[src/hw/rtl/assert_macros.svh]
// ----------------------------------------------------------------------------
// Assertion macros shared by the RTL
// Clocked assertion helpers; all are sampled on clk and held off during rst.
// ----------------------------------------------------------------------------
`ifndef ASSERT_MACROS_SVH
`define ASSERT_MACROS_SVH

// Property checked on every rising clk edge outside reset.
`define ASSERT_CLK(label, prop, msg) \
  label: assert property (@(posedge clk) disable iff (rst) (prop)) else $error(msg);

// Implication whose consequent is checked in the cycle after the condition, outside reset.
`define ASSERT_NEXT(label, cond, prop, msg) \
  label: assert property (@(posedge clk) disable iff (rst) (cond) |=> (prop)) else $error(msg);

`endif

[src/hw/rtl/lmbb_pkg.sv]
// ----------------------------------------------------------------------------
// lmbb_pkg
// Types, constants and helpers for the label mask / bounding box block.
// ----------------------------------------------------------------------------
package lmbb_pkg;

  localparam int COORD_BITS    = 10;
  localparam int LABEL_BITS    = 16;
  localparam int INTEN_BITS    = 32;
  localparam int NUM_AXES      = 3;
  localparam int DIM_BITS      = COORD_BITS + 1;
  localparam int CFG_DATA_BITS = (LABEL_BITS > DIM_BITS) ? LABEL_BITS : DIM_BITS;
  localparam int CFG_IDX_BITS  = 3;

  typedef logic [COORD_BITS-1:0] coord_t;
  typedef logic [DIM_BITS-1:0]   dim_t;
  typedef logic [LABEL_BITS-1:0] label_t;
  typedef logic [INTEN_BITS-1:0] inten_t;

  localparam dim_t   DIM_MAX   = dim_t'(1) << COORD_BITS;
  localparam coord_t COORD_MAX = '1;

  typedef enum logic [CFG_IDX_BITS-1:0] {
    REG_TARGET_LABEL    = 3'd0,
    REG_ZERO_BACKGROUND = 3'd1,
    REG_BOUNDARY_SIZE   = 3'd2,
    REG_DIM_X           = 3'd3,
    REG_DIM_Y           = 3'd4,
    REG_DIM_Z           = 3'd5
  } cfg_index_t;

  typedef struct packed {
    label_t                      target_label;
    logic                        zero_background;
    coord_t                      boundary_size;
    dim_t   [NUM_AXES-1:0]       dim;
  } cfg_t;

  typedef struct packed {
    coord_t [NUM_AXES-1:0] lo;
    coord_t [NUM_AXES-1:0] hi;
  } box_t;

  // Highest valid index along an axis; extent 0 reads as 1, above max as max.
  function automatic coord_t last_index(dim_t d);
    coord_t r;
    if (d == '0) begin
      r = '0;
    end else if (d > DIM_MAX) begin
      r = COORD_MAX;
    end else begin
      r = coord_t'(d - dim_t'(1));
    end
    return r;
  endfunction

  function automatic coord_t widen_low(coord_t v, coord_t b);
    return (v > b) ? coord_t'(v - b) : '0;
  endfunction

  function automatic coord_t widen_high(coord_t v, coord_t b, coord_t top);
    dim_t w;
    w = dim_t'(v) + dim_t'(b);
    return (w < dim_t'(top)) ? coord_t'(w) : top;
  endfunction

endpackage

[src/hw/rtl/lmbb_cfg_regs.sv]
// ----------------------------------------------------------------------------
// lmbb_cfg_regs
// Write-only configuration register file.
// ----------------------------------------------------------------------------
module lmbb_cfg_regs
  import lmbb_pkg::*;
(
  input  logic                     clk,
  input  logic                     rst,
  input  logic                     wr_en,
  input  logic [CFG_IDX_BITS-1:0]  wr_index,
  input  logic [CFG_DATA_BITS-1:0] wr_data,
  output cfg_t                     cfg
);

  always_ff @(posedge clk) begin
    if (rst) begin
      cfg.target_label    <= label_t'(1);
      cfg.zero_background <= 1'b0;
      cfg.boundary_size   <= coord_t'(1);
      for (int i = 0; i < NUM_AXES; i++) begin
        cfg.dim[i] <= DIM_MAX;
      end
    end else if (wr_en) begin
      case (wr_index)
        REG_TARGET_LABEL:    cfg.target_label    <= wr_data[LABEL_BITS-1:0];
        REG_ZERO_BACKGROUND: cfg.zero_background <= wr_data[0];
        REG_BOUNDARY_SIZE:   cfg.boundary_size   <= wr_data[COORD_BITS-1:0];
        REG_DIM_X:           cfg.dim[0]          <= wr_data[DIM_BITS-1:0];
        REG_DIM_Y:           cfg.dim[1]          <= wr_data[DIM_BITS-1:0];
        REG_DIM_Z:           cfg.dim[2]          <= wr_data[DIM_BITS-1:0];
        default: ;  // unmapped index: ignored
      endcase
    end
  end

endmodule

[src/hw/rtl/lmbb_box_unit.sv]
// ----------------------------------------------------------------------------
// lmbb_box_unit
// Running min/max box per axis, plus the widened, clamped box for emission.
// ----------------------------------------------------------------------------
module lmbb_box_unit
  import lmbb_pkg::*;
(
  input  logic                   clk,
  input  logic                   rst,
  input  cfg_t                   cfg,
  input  logic                   advance,   // item moves to the result register
  input  logic                   hit,       // kept label is nonzero
  input  logic                   last,
  input  coord_t [NUM_AXES-1:0]  pos,
  output box_t                   emit_box
);

  coord_t [NUM_AXES-1:0] run_min;
  coord_t [NUM_AXES-1:0] run_max;
  coord_t [NUM_AXES-1:0] run_min_next;
  coord_t [NUM_AXES-1:0] run_max_next;
  coord_t [NUM_AXES-1:0] top;

  always_comb begin
    for (int i = 0; i < NUM_AXES; i++) begin
      top[i]          = last_index(cfg.dim[i]);
      run_min_next[i] = (hit && (pos[i] < run_min[i])) ? pos[i] : run_min[i];
      run_max_next[i] = (hit && (pos[i] > run_max[i])) ? pos[i] : run_max[i];
      emit_box.lo[i]  = widen_low(run_min_next[i], cfg.boundary_size);
      emit_box.hi[i]  = widen_high(run_max_next[i], cfg.boundary_size, top[i]);
    end
  end

  always_ff @(posedge clk) begin
    if (rst) begin
      for (int i = 0; i < NUM_AXES; i++) begin
        run_min[i] <= COORD_MAX;
        run_max[i] <= '0;
      end
    end else if (advance) begin
      if (last) begin
        run_min <= top;
        run_max <= '0;
      end else begin
        run_min <= run_min_next;
        run_max <= run_max_next;
      end
    end
  end

endmodule

[src/hw/rtl/label_mask_bounding_box_top.sv]
// ----------------------------------------------------------------------------
// label_mask_bounding_box_top
// Masks a streamed 3D label volume to one target label and reports the
// margin-widened bounding box of the kept voxels on the last voxel.
// ----------------------------------------------------------------------------
//  channel  | handshake          | payload
//  ---------+--------------------+---------------------------------------------
//  in       | in_valid/in_stall  | pos_x/y/z, voxel_label, voxel_intensity,
//           |                    | last_voxel
//  out      | out_valid/out_stall| out_label, out_intensity, box_valid,
//           |                    | box_min_x/y/z, box_max_x/y/z
//  cfg      | wr_en              | wr_index, wr_data
//
//  One request per cycle sustained while out_stall is low; an accepted
//  request is held in the input register and then moves into the result
//  register, where out_valid rises. The rate is set by the input-register to
//  result-register path (label compare, min/max update, then widen and clamp).
//  Synchronous active-high rst resets control state, the running box and the
//  config registers to their defaults; no clearing pass is needed.
//  in_stall rises only when the input register is full and the result
//  register is held by out_stall.
// ----------------------------------------------------------------------------
`include "assert_macros.svh"

module label_mask_bounding_box_top
  import lmbb_pkg::*;
(
  input  logic                     clk,
  input  logic                     rst,
  // configuration
  input  logic                     wr_en,
  input  logic [CFG_IDX_BITS-1:0]  wr_index,
  input  logic [CFG_DATA_BITS-1:0] wr_data,
  // input voxel stream
  input  logic                     in_valid,
  output logic                     in_stall,
  input  coord_t                   pos_x,
  input  coord_t                   pos_y,
  input  coord_t                   pos_z,
  input  label_t                   voxel_label,
  input  inten_t                   voxel_intensity,
  input  logic                     last_voxel,
  // result stream
  output logic                     out_valid,
  input  logic                     out_stall,
  output label_t                   out_label,
  output inten_t                   out_intensity,
  output logic                     box_valid,
  output coord_t                   box_min_x,
  output coord_t                   box_min_y,
  output coord_t                   box_min_z,
  output coord_t                   box_max_x,
  output coord_t                   box_max_y,
  output coord_t                   box_max_z
);

  cfg_t cfg;

  // Input register (stage 1)
  logic                  s1_valid;
  coord_t [NUM_AXES-1:0] s1_pos;
  label_t                s1_label;
  inten_t                s1_intensity;
  logic                  s1_last;

  // Handshake
  logic in_acc;
  logic out_ready;   // result register can take a new request this cycle
  logic advance;     // stage 1 moves into the result register

  // Masking
  logic   keep;
  label_t mask_label;
  inten_t mask_intensity;
  logic   hit;
  box_t   emit_box;

  lmbb_cfg_regs u_cfg (
    .clk      (clk),
    .rst      (rst),
    .wr_en    (wr_en),
    .wr_index (wr_index),
    .wr_data  (wr_data),
    .cfg      (cfg)
  );

  assign out_ready = !out_valid || !out_stall;
  assign advance   = s1_valid && out_ready;
  assign in_stall  = s1_valid && !out_ready;
  assign in_acc    = in_valid && !in_stall;

  always_ff @(posedge clk) begin
    if (rst) begin
      s1_valid <= 1'b0;
    end else if (in_acc) begin
      s1_valid <= 1'b1;
    end else if (advance) begin
      s1_valid <= 1'b0;
    end
  end

  always_ff @(posedge clk) begin
    if (in_acc) begin
      s1_pos       <= {pos_z, pos_y, pos_x};
      s1_label     <= voxel_label;
      s1_intensity <= voxel_intensity;
      s1_last      <= last_voxel;
    end
  end

  // Keep the target label, zero everything else; intensity follows policy.
  assign keep           = (s1_label == cfg.target_label);
  assign mask_label     = keep ? s1_label : '0;
  assign mask_intensity = (!keep && cfg.zero_background) ? '0 : s1_intensity;
  assign hit            = (mask_label != '0);

  lmbb_box_unit u_box (
    .clk      (clk),
    .rst      (rst),
    .cfg      (cfg),
    .advance  (advance),
    .hit      (hit),
    .last     (s1_last),
    .pos      (s1_pos),
    .emit_box (emit_box)
  );

  // Result register (stage 2)
  always_ff @(posedge clk) begin
    if (rst) begin
      out_valid <= 1'b0;
    end else begin
      out_valid <= advance || (out_valid && out_stall);
    end
  end

  always_ff @(posedge clk) begin
    if (advance) begin
      out_label     <= mask_label;
      out_intensity <= mask_intensity;
      box_valid     <= s1_last;
      // box fields read zero except on the last voxel
      box_min_x     <= s1_last ? emit_box.lo[0] : '0;
      box_min_y     <= s1_last ? emit_box.lo[1] : '0;
      box_min_z     <= s1_last ? emit_box.lo[2] : '0;
      box_max_x     <= s1_last ? emit_box.hi[0] : '0;
      box_max_y     <= s1_last ? emit_box.hi[1] : '0;
      box_max_z     <= s1_last ? emit_box.hi[2] : '0;
    end
  end

  // Back-pressure only arises with a held request in the input register.
  `ASSERT_CLK(a_stall_needs_s1, !in_stall || s1_valid, "in_stall with empty input register")
  // A request moved out of stage 1 shows up as a result next cycle.
  `ASSERT_NEXT(a_advance_to_out, advance, out_valid, "advanced request lost")
  // Non-last results carry an all-zero box.
  `ASSERT_CLK(a_box_zero, !out_valid || box_valid || (box_max_x == '0), "box on non-last result")

endmodule

[config.mk]
export PLATFORM = sky130hd
export DESIGN_NAME = label_mask_bounding_box_top
export DESIGN_NICKNAME = d
export VERILOG_FILES = /design/src/hw/rtl/lmbb_pkg.sv /design/src/hw/rtl/lmbb_cfg_regs.sv /design/src/hw/rtl/lmbb_box_unit.sv /design/src/hw/rtl/label_mask_bounding_box_top.sv
export VERILOG_INCLUDE_DIRS = /design/src /design/src/hw/rtl
export SDC_FILE = /design/constraint.sdc
export NUM_CORES = 1
export LEC_CHECK = 0
export BUFFER_PORTS_ARGS = -buffer_cell sky130_fd_sc_hd__buf_2
export CAP_MARGIN = 25
export CORE_ASPECT_RATIO = 1.5
export CORE_MARGIN = 4
export CORE_UTILIZATION = 64
export DETAILED_ROUTE_END_ITERATION = 7
export PLACE_DENSITY = 0.86
export SLEW_MARGIN = 20
export SYNTH_ARGS = -nofsm -noshare
export SYNTH_HDL_FRONTEND = slang
export SYNTH_SLANG_ARGS = --single-unit
[constraint.sdc]
create_clock -name clk -period 18.1 [get_ports clk]
set_clock_uncertainty 0.15 [all_clocks]
set_input_delay 0.905 -clock clk [delete_from_list [all_inputs] [get_ports clk]]
set_output_delay 0.905 -clock clk [all_outputs]
set_load 0.02 [all_outputs]
# Word level (Yosys, flattened, before mapping)
# Cells that the tools add are included.
classes:
  reduce_logical: 33
  div_mod_pow: 0
  magnitude_cmp: 15
  shift: 0
  multipliers: 0
  addsub: 9
  bitwise: 0
  muxes: 20
  eq_ne: 6
ops:
  columns: ["operator", "n"]
  rows:
  - ["10-bit 2-to-1 mux", 15]
  - ["10-bit > comparator", 6]
  - ["30-bit 2-to-1 mux", 2]
  - ["10-bit by 10-bit adder with 11-bit output", 3]
  - ["11-bit > comparator (second input constant)", 3]
  - ["11-bit zero test", 3]
  - ["11-bit by 10-bit less-than comparator with 1-bit output", 3]
  - ["10-bit less-than comparator", 3]
  - ["10-bit by 1-bit subtractor with 10-bit output (second input constant)", 3]
  - ["10-bit subtractor", 3]
  - ["2-bit AND reduction", 9]
  - ["16-bit == test", 1]
  - ["16-bit 2-to-1 mux", 1]
  - ["16-bit nonzero test", 1]
  - ["1-bit logical AND", 11]
  - ["3-bit by 2-bit == test with 1-bit output (second input constant)", 2]
  - ["3-bit == test (second input constant)", 2]
  - ["1-bit zero test", 5]
  - ["3-bit by 1-bit == test with 1-bit output (second input constant)", 1]
  - ["3-bit zero test", 1]
  - ["1-bit logical OR", 2]
  - ["1-bit 2-to-1 mux", 2]
  - ["2-bit nonzero test", 1]
totals:
  ram_bits: 0
  latch_bits: 0
  in_bits: 103
  out_inout_bits: 111
  rom_bits: 0
  register_bits: 310
  memories: 0

# Depth between registers and ports, before layout
# Gate-level depths: netlist (run 1).
depth:
  ltp_word: 8
  ltp_mapped: 25

# Modules after synthesis
# Synthesis (run 1) repeated with hierarchy kept, for this count alone.
hier_totals:
  cells_unflattened: 1676
  hier_area_um2: 17838.4
by_module_without_submodules:
  columns: ["module", "cells_per_inst", "instances", "area_per_inst_um2"]
  rows:
  - ["lmbb_box_unit", 1110, 1, 8695.8]
  - ["label_mask_bounding_box_top", 343, 1, 6713.9]
  - ["lmbb_cfg_regs", 223, 1, 2428.6]

# Worst setup path before layout (run 1)
# OpenSTA, ideal clock, no wires.
synth_path:
  kind: "reg-to-reg"
  startpoint: "reg s1_pos[25] (netlist bit)"
  endpoint: "reg box_max_z[0], data pin"
  path_slack_ns: 12.424
  setup_time_ns: 0.269
  path_buffers: 3
  path_stages_with_launch: 21
  t_arrival_ns: 5.256
  required_ns: 17.681
  period_less_slack_ns: 5.676
  path_cell_list: "edfxtp_1 ha_1 and4_1 a31oi_1 nor2b_1 o311ai_0 clkbuf_1 mux2_2 ha_1 o21a_1 o21a_1 o221a_2 a211o_1 ha_1 and4_1 nand4_1 a211oi_1 nor4b_1 clkbuf_1 clkbuf_1 o21ai_0"
synth_between:
  elab_chain_cells: 6
synth_lines:
  columns: ["item", "line", "source"]
  rows:
  - ["start: declaration", "label_mask_bounding_box_top.sv:61", "coord_t [NUM_AXES-1:0] s1_pos;"]
  - ["start signal: assignment", "label_mask_bounding_box_top.sv:104", "s1_pos <= {pos_z, pos_y, pos_x};"]
  - ["10-bit > comparator", "lmbb_box_unit.sv:28", "run_max_next[i] = (hit && (pos[i] > run_max[i])) ? pos[i] : run_max[i];"]
  - ["1-bit logical AND", "lmbb_box_unit.sv:28", null]
  - ["10-bit 2-to-1 mux (*)", "lmbb_box_unit.sv:28", null]
  - ["10-bit by 10-bit adder with 11-bit output (*)", "lmbb_pkg.sv:63", "w = dim_t'(v) + dim_t'(b);"]
  - ["11-bit by 10-bit less-than comparator with 1-bit output", "lmbb_pkg.sv:64", "return (w < dim_t'(top)) ? coord_t'(w) : top;"]
  - ["10-bit 2-to-1 mux (*)", "lmbb_pkg.sv:64", null]
  - ["end signal: assignment", "label_mask_bounding_box_top.sv:148", "box_max_z <= s1_last ? emit_box.hi[2] : '0;"]
  - ["end: declaration", "label_mask_bounding_box_top.sv:54", "output coord_t box_max_z"]
# Every way passes the cells marked *; elsewhere a longest branch is shown, timed or not.
# A chain may end at the register's enable or synchronous reset.

# Final worst setup path (run 1)
layout_path:
  startpoint: "reg s1_label[13]"
  endpoint: "reg box_max_x[0], data pin"
layout_between:
  elab_chain_cells: 8
layout_lines:
  columns: ["item", "line", "source"]
  rows:
  - ["start: declaration", "label_mask_bounding_box_top.sv:62", "label_t s1_label;"]
  - ["start signal: assignment", "label_mask_bounding_box_top.sv:105", "s1_label <= voxel_label;"]
  - ["16-bit == test", "label_mask_bounding_box_top.sv:112", "assign keep = (s1_label == cfg.target_label);"]
  - ["16-bit 2-to-1 mux (*)", "label_mask_bounding_box_top.sv:113", "assign mask_label = keep ? s1_label : '0;"]
  - ["16-bit nonzero test (*)", "label_mask_bounding_box_top.sv:115", "assign hit = (mask_label != '0);"]
  - ["1-bit logical AND (*)", "lmbb_box_unit.sv:28", null]
  - ["10-bit 2-to-1 mux (*)", "lmbb_box_unit.sv:28", null]
  - ["10-bit by 10-bit adder with 11-bit output (*)", "lmbb_pkg.sv:63", null]
  - ["11-bit by 10-bit less-than comparator with 1-bit output", "lmbb_pkg.sv:64", null]
  - ["10-bit 2-to-1 mux (*)", "lmbb_pkg.sv:64", null]
  - ["end signal: assignment", "label_mask_bounding_box_top.sv:146", "box_max_x <= s1_last ? emit_box.hi[0] : '0;"]
  - ["end: declaration", "label_mask_bounding_box_top.sv:52", "output coord_t box_max_x,"]
# Marks and branches as above.

==> flow_summary_export.csv, run 1 <==
group,metric,value,unit
pwr,powerDensity,80.8,nW/µm²
pwr,p_leak,8.80,nW
synth,yosys_warnings,0,
global_route,use_met1,36.2,%
die,core-area,28100,µm²
routing,vias_per_cell,6.35,
die,dieArea,31400,µm²
sta,post-route-period-util,37.7,%
pwr,p_sw,0.437,mW
die,initial_utilization,65.2,%
final_layout,final_common_cell,"buf_2",
routing,vias,15402,
pwr,power_frac_clock,40.3,%
setup_path,crit_path_start,"s1_label[13]",
routing,ant_nets,0,
pwr,vdd.ir_drop.worst,0.0844,mV
pwr,p_int,1.23,mW
sta,rsz0062_at_grt,"no",
synth,synthFlopType,"edfxtp_1",
routing,drt_pass1_iterations,6,
routing,wl,50.2,mm
global_route,grt_max_degree,95,
pwr,p_sw_share,26.1,%
cts,cts_setup_buffers,0,
synth,ys_seq_elements,310,
global_route,grt_pass1_vias,14961,
place,pre_cts_ws,11.18,ns
cts,htree_levels,1,
synth,synth_enable_flop_cells,188,
final_layout,antenna_cells,0,
sta,totalNegativeSetupSlack,0,ns
setup_path,path_cells,"xnor2_1 -> nand4_1 -> nor4_4 -> buf_4 -> and4_1 -> mux2_2 -> ha_1 -> inv_1 -> fa_1 -> nor2b_1 -> o31a_1 -> o21a_1 -> nor2_1 -> xnor2_1 -> ha_1 -> nand3_1 -> a211oi_1 -> a2111oi_0 -> o21ai_2 -> nor3_2 -> mux2i_1",
routing,drt_iter0_drc,1315,
place,hpwl,36.1,mm
sta,fmax,0.147,GHz
routing,wire_per_inst,20.7,µm
global_route,antenna_found_initial,0,
global_route,busiest_layer,"met2",
setup_path,crit_slowest_cell,"and4_1",
setup_path,crit_arrival,6.99,ns
sta,period_minus_slack,6.82,ns
final_layout,fin_nets,2313,
min_path,hp-class,"flip-flop to flip-flop",
global_route,overflow,0,
die,rows,75,
final_layout,fillers,1962,
synth,syn-num-nets,2143,
sta,slew_headroom,28.0,%
synth,synthArstFlopShare,0,%
place,io_buffer_count,213,
synth,synth_cells,1886,
sta,report.final.slew_viol_count,0,
setup_path,startpoint_type,"flip-flop",
global_route,use_met2,53.1,%
min_path,min_from,"u_cfg.cfg[58]",
sta,report.final.setup_viol,0,
pwr,combinationalPowerShare,11.6,%
final_layout,area_growth_syn_to_layout,13.1,%
cts,root_buffer,"clkbuf_16",
cts,tritoncts,"yes",
sta,worstMarginPinSlew,1.08,ns
place,gp_congestion,0.926,
setup_path,setup.worst_path.class,"flip-flop to flip-flop",
global_route,grt_pass1_wl,78.0,mm
setup_path,end_kind,"flip-flop",
setup_path,cp.required,18.27,ns
cts,cts_buffer_depth,3,
sta,fin_ws,11.28,ns
cts,clock-sinks,310,
setup_path,regToRegStartpoint,"s1_label[13]",
cts,clk_pin_slew,0.07,ns
die,io_pins,214,
synth,postSynthAreaPerCell,9.69,µm²
global_route,use_met3,4.91,%
global_route,track_usage,30.6,%
synth,ys_seq_area_share,44.2,%
flow_run,maxCapViolCount,0,
final_layout,drive_above_1_share,17.0,%
cts,cts_resized,0,
die,fp.dieW,146,µm
pwr,p_seq_share,48.1,%
cts,ctsHoldBuffers,0,
setup_path,path_max_fanout,30,
setup_path,cpPeakStageDelay,0.81,ns
synth,synth_area,18300,µm²
die,die_h,215,µm
synth,synth_cell_types,82,
final_layout,mostFrequentLayoutCells,"buf_2 (212), nand2_1 (205), edfxtp_1 (188)",
routing,drc_errors,0,
cts,clock_latency,0.59,ns
status,status,"completed",
sta,hold_viol_final,0,
cts,numCtsBuffers,30,
==> synthesized netlist by cell type (all sizes together), types with 8 or more instances <==
cell type    n  area share (%)
nand3b      12            0.49
nand2      206             4.2
mux2i       33             1.8
o21ai      108             3.0
buf         12            0.42
o21a        26             1.1
and2        49             1.7
a21o        22            0.90
nand2b      20            0.68
nor4b       13            0.66
o211ai      16            0.66
a21oi      150             4.1
a211o       13            0.62
inv        113             2.3
a31oi       18            0.62
or4b        11            0.62
xnor2       49             2.3
nor2        82             1.7
ha         148              10
a211oi      12            0.49
mux2        30             1.8
edfxtp     188              31
nor2b       23            0.79
o31ai       22            0.90
o41ai        8            0.38
nor3        44             1.2
nor4        19            0.68
nand3       66             1.8
or3         14            0.49
and4         8            0.38
dfxtp      122              13
nand4       22            0.75
nor3b       10            0.47
and3        23            0.79
xor2         8            0.38
clkbuf      83             1.9
a221oi      15            0.72
==> path summary, 6_finish.rpt <==
check                  endpoint  slack [ns]  cells past startpoint
hold reg to reg   u_cfg.cfg[58]        0.32                      2
setup reg to reg   box_max_x[0]       11.28                     21
hold / removal    u_cfg.cfg[58]        0.32                      2
setup / recovery   box_max_x[0]       11.28                     21
==> flip-flops by register name (all words and copies together) (netlist names), 16 cells and up <==
signal / flops
u_box.run_max: 30
out_label: 16
s1_intensity: 32
s1_pos: 30
out_intensity: 32
u_box.run_min: 30
u_cfg.cfg: 60
s1_label: 16
==> routing by layer <==
layer  vias to the layer above  share of wire [%]
met5                         -                  0
met4                         0                6.1
met3                       197                8.1
met2                       693                 49
met1                      7241                 37
li1                       7271                  -
==> per-stage QoR <==
| step | std cells | power (mW) | hold WS, ns | utilization [%] | instance area (µm²) |
|---|---|---|---|---|---|
| 4_1_cts | 2423 | 1.67 | 0.322 | 73.5 | 20600 |
| 3_5_place_dp | 2367 | 1.01 | 0.312 | 69.7 | 19500 |
| 5_1_grt | 2426 | 1.73 | 0.329 | 73.7 | 20700 |
| 3_3_place_gp | 2367 | 0.999 | 0.304 | 69.7 | 19500 |
| 2_1_floorplan | 1886 | 0.941 | 0.299 | - | 18300 |
| 6_report | 2426 | 1.67 | 0.322 | 73.7 | 20700 |
==> area by class of cell <==
cell class	count	area, µm²	area share (%)
multi-input combinational	1368	9410	45.5
sequential	310	8090	39.1
timing repair buffer	233	1240	6.01
clock inverter	24	307	1.48
inverter	113	427	2.06
tap	346	433	2.09
clock buffer	32	758	3.67
==> critical path: cells and delay by family (launching register included) <==
family | cells | cell delay (ns)
adders and majority gates | 3 | 0.85
buffers and inverters | 2 | 0.39
and+or+nand+nor | 7 | 2.49
xor gates and xnor gates | 2 | 0.49
DFF | 1 | 0.46
AOI/OAI and AO/OA | 5 | 1.27
muxes | 2 | 0.45
==> power by group through the flow <==
| stage | logic (mW) | registers [mW] | clock network (mW) |
|---|---|---|---|
| floorplan | 0.114 | 0.827 | 0 |
| global placement | 0.182 | 0.816 | 0 |
| detailed placement | 0.188 | 0.818 | 0 |
| CTS | 0.190 | 0.803 | 0.680 |
| global route | 0.211 | 0.805 | 0.711 |
| finish | 0.193 | 0.803 | 0.674 |
==> kinds of logic (layout without fill, tap and decap cells) <==
| family | after synthesis | in the layout | share of synthesized area, % |
|---|---|---|---|
| flops | 310 | 310 | 44.2 |
| fa+ha+maj | 160 | 160 | 11.1 |
| compound gates | 453 | 453 | 15.6 |
| mux | 63 | 63 | 3.66 |
| buf+inv | 208 | 402 | 4.61 |
| xor+xnor | 57 | 57 | 2.73 |
| simple gates | 635 | 635 | 18.0 |
Power figures use the tool's default switching activity.
==> inputs of run 2 (changes only) <==
--- a/config.mk
+++ b/config.mk
@@ -10,9 +10,9 @@
 export CAP_MARGIN = 25
 export CORE_ASPECT_RATIO = 1.5
 export CORE_MARGIN = 4
-export CORE_UTILIZATION = 64
+export CORE_UTILIZATION = 60
 export DETAILED_ROUTE_END_ITERATION = 7
-export PLACE_DENSITY = 0.86
+export PLACE_DENSITY = 0.82
 export SLEW_MARGIN = 20
 export SYNTH_ARGS = -nofsm -noshare
 export SYNTH_HDL_FRONTEND = slang
==> constraint.sdc (replaced) <==
create_clock -name clk -period 7 [get_ports clk]
set_clock_uncertainty 0.15 [all_clocks]
set_input_delay 0.35 -clock clk [delete_from_list [all_inputs] [get_ports clk]]
set_output_delay 0.35 -clock clk [all_outputs]
set_load 0.02 [all_outputs]
==> flow_summary_export.csv, run 2 (synthesis gave the netlist of run 1 again) <==
group,metric,value,unit
pwr,p_sw_share,25.7,%
sta,worstMarginPinSlew,0.937,ns
routing,drc_errors,0,
pwr,powerDensity,199,nW/µm²
sta,whs,0.0518,ns
sta,slew_headroom,36.9,%
die,io_pins,214,
routing,wl,52.8,mm
routing,ant_nets,0,
final_layout,final_common_cell,"buf_2",
final_layout,final_cells,2580,
status,status,"completed",
min_path,min_from,"wr_index[1]",
sta,report.final.slew_viol_count,0,
sta,rsz0062_at_grt,"no",
final_layout,mostFrequentLayoutCells,"buf_2 (214), nand2_1 (205), edfxtp_1 (188)",
routing,wire_per_inst,20.5,µm
pwr,combinationalPowerShare,12.6,%
final_layout,fin_util,71.8,%
setup_path,end_kind,"flip-flop",
setup_path,crit_arrival,6.17,ns
place,hpwl,36.9,mm
sta,hold_viol_final,0,
final_layout,largest_reg_flops,60,
setup_path,r2r_setup_slack,0.98,ns
sta,totalNegativeSetupSlack,0,ns
routing,drt_pass1_iterations,7,
pwr,power.total,4.30,mW
global_route,grt_pass1_wl,82.4,mm
setup_path,crit_path_start,"s1_label[4]",
final_layout,drive_above_1_share,16.0,%
pwr,p_int,3.20,mW
final_layout,largestRegisters,"u_cfg.cfg (60), out_intensity (32), s1_intensity (32)",
pwr,power_frac_clock,39.1,%
routing,vias_per_cell,6.12,
pwr,p_sw,1.11,mW
global_route,antenna_found_initial,0,
global_route,track_usage,31.2,%
cts,cts_resized,0,
setup_path,setup.worst_path.class,"flip-flop to flip-flop",
cts,clock-sinks,310,
place,place_area,19600,µm²
cts,ctsHoldBuffers,97,
cts,clock_latency,0.58,ns
final_layout,fin_nets,2413,
cts,clk_pin_slew,0.07,ns
sta,period_minus_slack,6.02,ns
routing,drt_iter0_drc,1287,
place,gp_congestion,0.938,
routing,vias,15797,
global_route,grt_pass1_vias,15582,
place,dp_cells,2426,
die,fp.dieW,151,µm
sta,post-route-period-util,85.9,%
die,core-area,30200,µm²
flow_run,maxCapViolCount,0,
final_layout,final_cell_area,21600,µm²
cts,htree_levels,1,
cts,root_buffer,"clkbuf_16",
die,rows,78,
cts,cts_setup_buffers,0,
cts,cts_buffer_depth,3,
pwr,p_leak,9.18,nW
place,pre_cts_ws,1.06,ns
setup_path,path_max_fanout,30,
pwr,p_seq_share,48.3,%
die,initial_utilization,60.6,%
place,io_buffer_count,213,
die,die_h,222,µm
cts,numCtsBuffers,30,
sta,fmax,0.166,GHz
global_route,grt_max_degree,80,
sta,report.final.setup_viol,0,
min_path,hp-class,"input pin to flip-flop",
final_layout,antenna_cells,0,
global_route,overflow,0,
pwr,vdd.ir_drop.worst,0.241,mV
final_layout,area_growth_syn_to_layout,18.4,%
setup_path,cp.required,7.16,ns
die,dieArea,33400,µm²
final_layout,max_flop_register,"u_cfg.cfg",
setup_path,regToRegStartpoint,"s1_label[4]",
cts,tritoncts,"yes",
sta,fin_ws,0.984,ns
final_layout,fillers,2203,
setup_path,startpoint_type,"flip-flop",
-- run 2: power by group through the flow --
stage | Clock, mW | Sequential (mW) | Combinational [mW]
detailed placement | 0 | 2.11 | 0.490
finish | 1.68 | 2.08 | 0.544
global placement | 0 | 2.11 | 0.477
CTS | 1.71 | 2.08 | 0.535
global route | 1.78 | 2.08 | 0.596
floorplan | 0 | 2.14 | 0.294
-- run 2: layout make-up --
type | instances | area (µm²) | share of cell area, %
clock buffer | 35 | 801 | 3.70
clock inverter | 21 | 216 | 1.00
inverter | 113 | 427 | 1.97
multi-input combinational | 1368 | 9410 | 43.4
sequential | 310 | 8090 | 37.4
tap | 400 | 500 | 2.31
timing repair buffer | 333 | 2210 | 10.2
-- run 2: path summary, 6_finish.rpt --
check | to | cells after the start
max | box_max_x[4] | 21
min | u_cfg.cfg[13] | 4
max reg2reg | box_max_x[4] | 21
min reg2reg | u_box.run_max[4] | 2
-- run 2: layer usage --
metal,global-route usage (%),vias up,routed length [µm]
met4,19.7,0,3890
li1,-,7464,-
met3,4.99,210,3990
met5,0,-,0
met2,52.7,684,25700
met1,36.5,7439,19300
-- run 2: worst max-delay path, stage by stage (launching register included) --
cell and delay, ns:
edfxtp_1 0.44, xnor2_1 0.22, nand4_1 0.17, nor4_4 0.50, and4_1 0.28, buf_4 0.28
mux2_2 0.38, ha_1 0.19, inv_1 0.07, fa_1 0.19, nor2b_1 0.07, o31a_1 0.28
o21a_1 0.18, nor2_1 0.12, xnor2_1 0.18, ha_1 0.29, nand4_1 0.14, a211oi_1 0.07
a2111oi_0 0.65, o21ai_2 0.20, nor3_2 0.51, mux2i_1 0.17
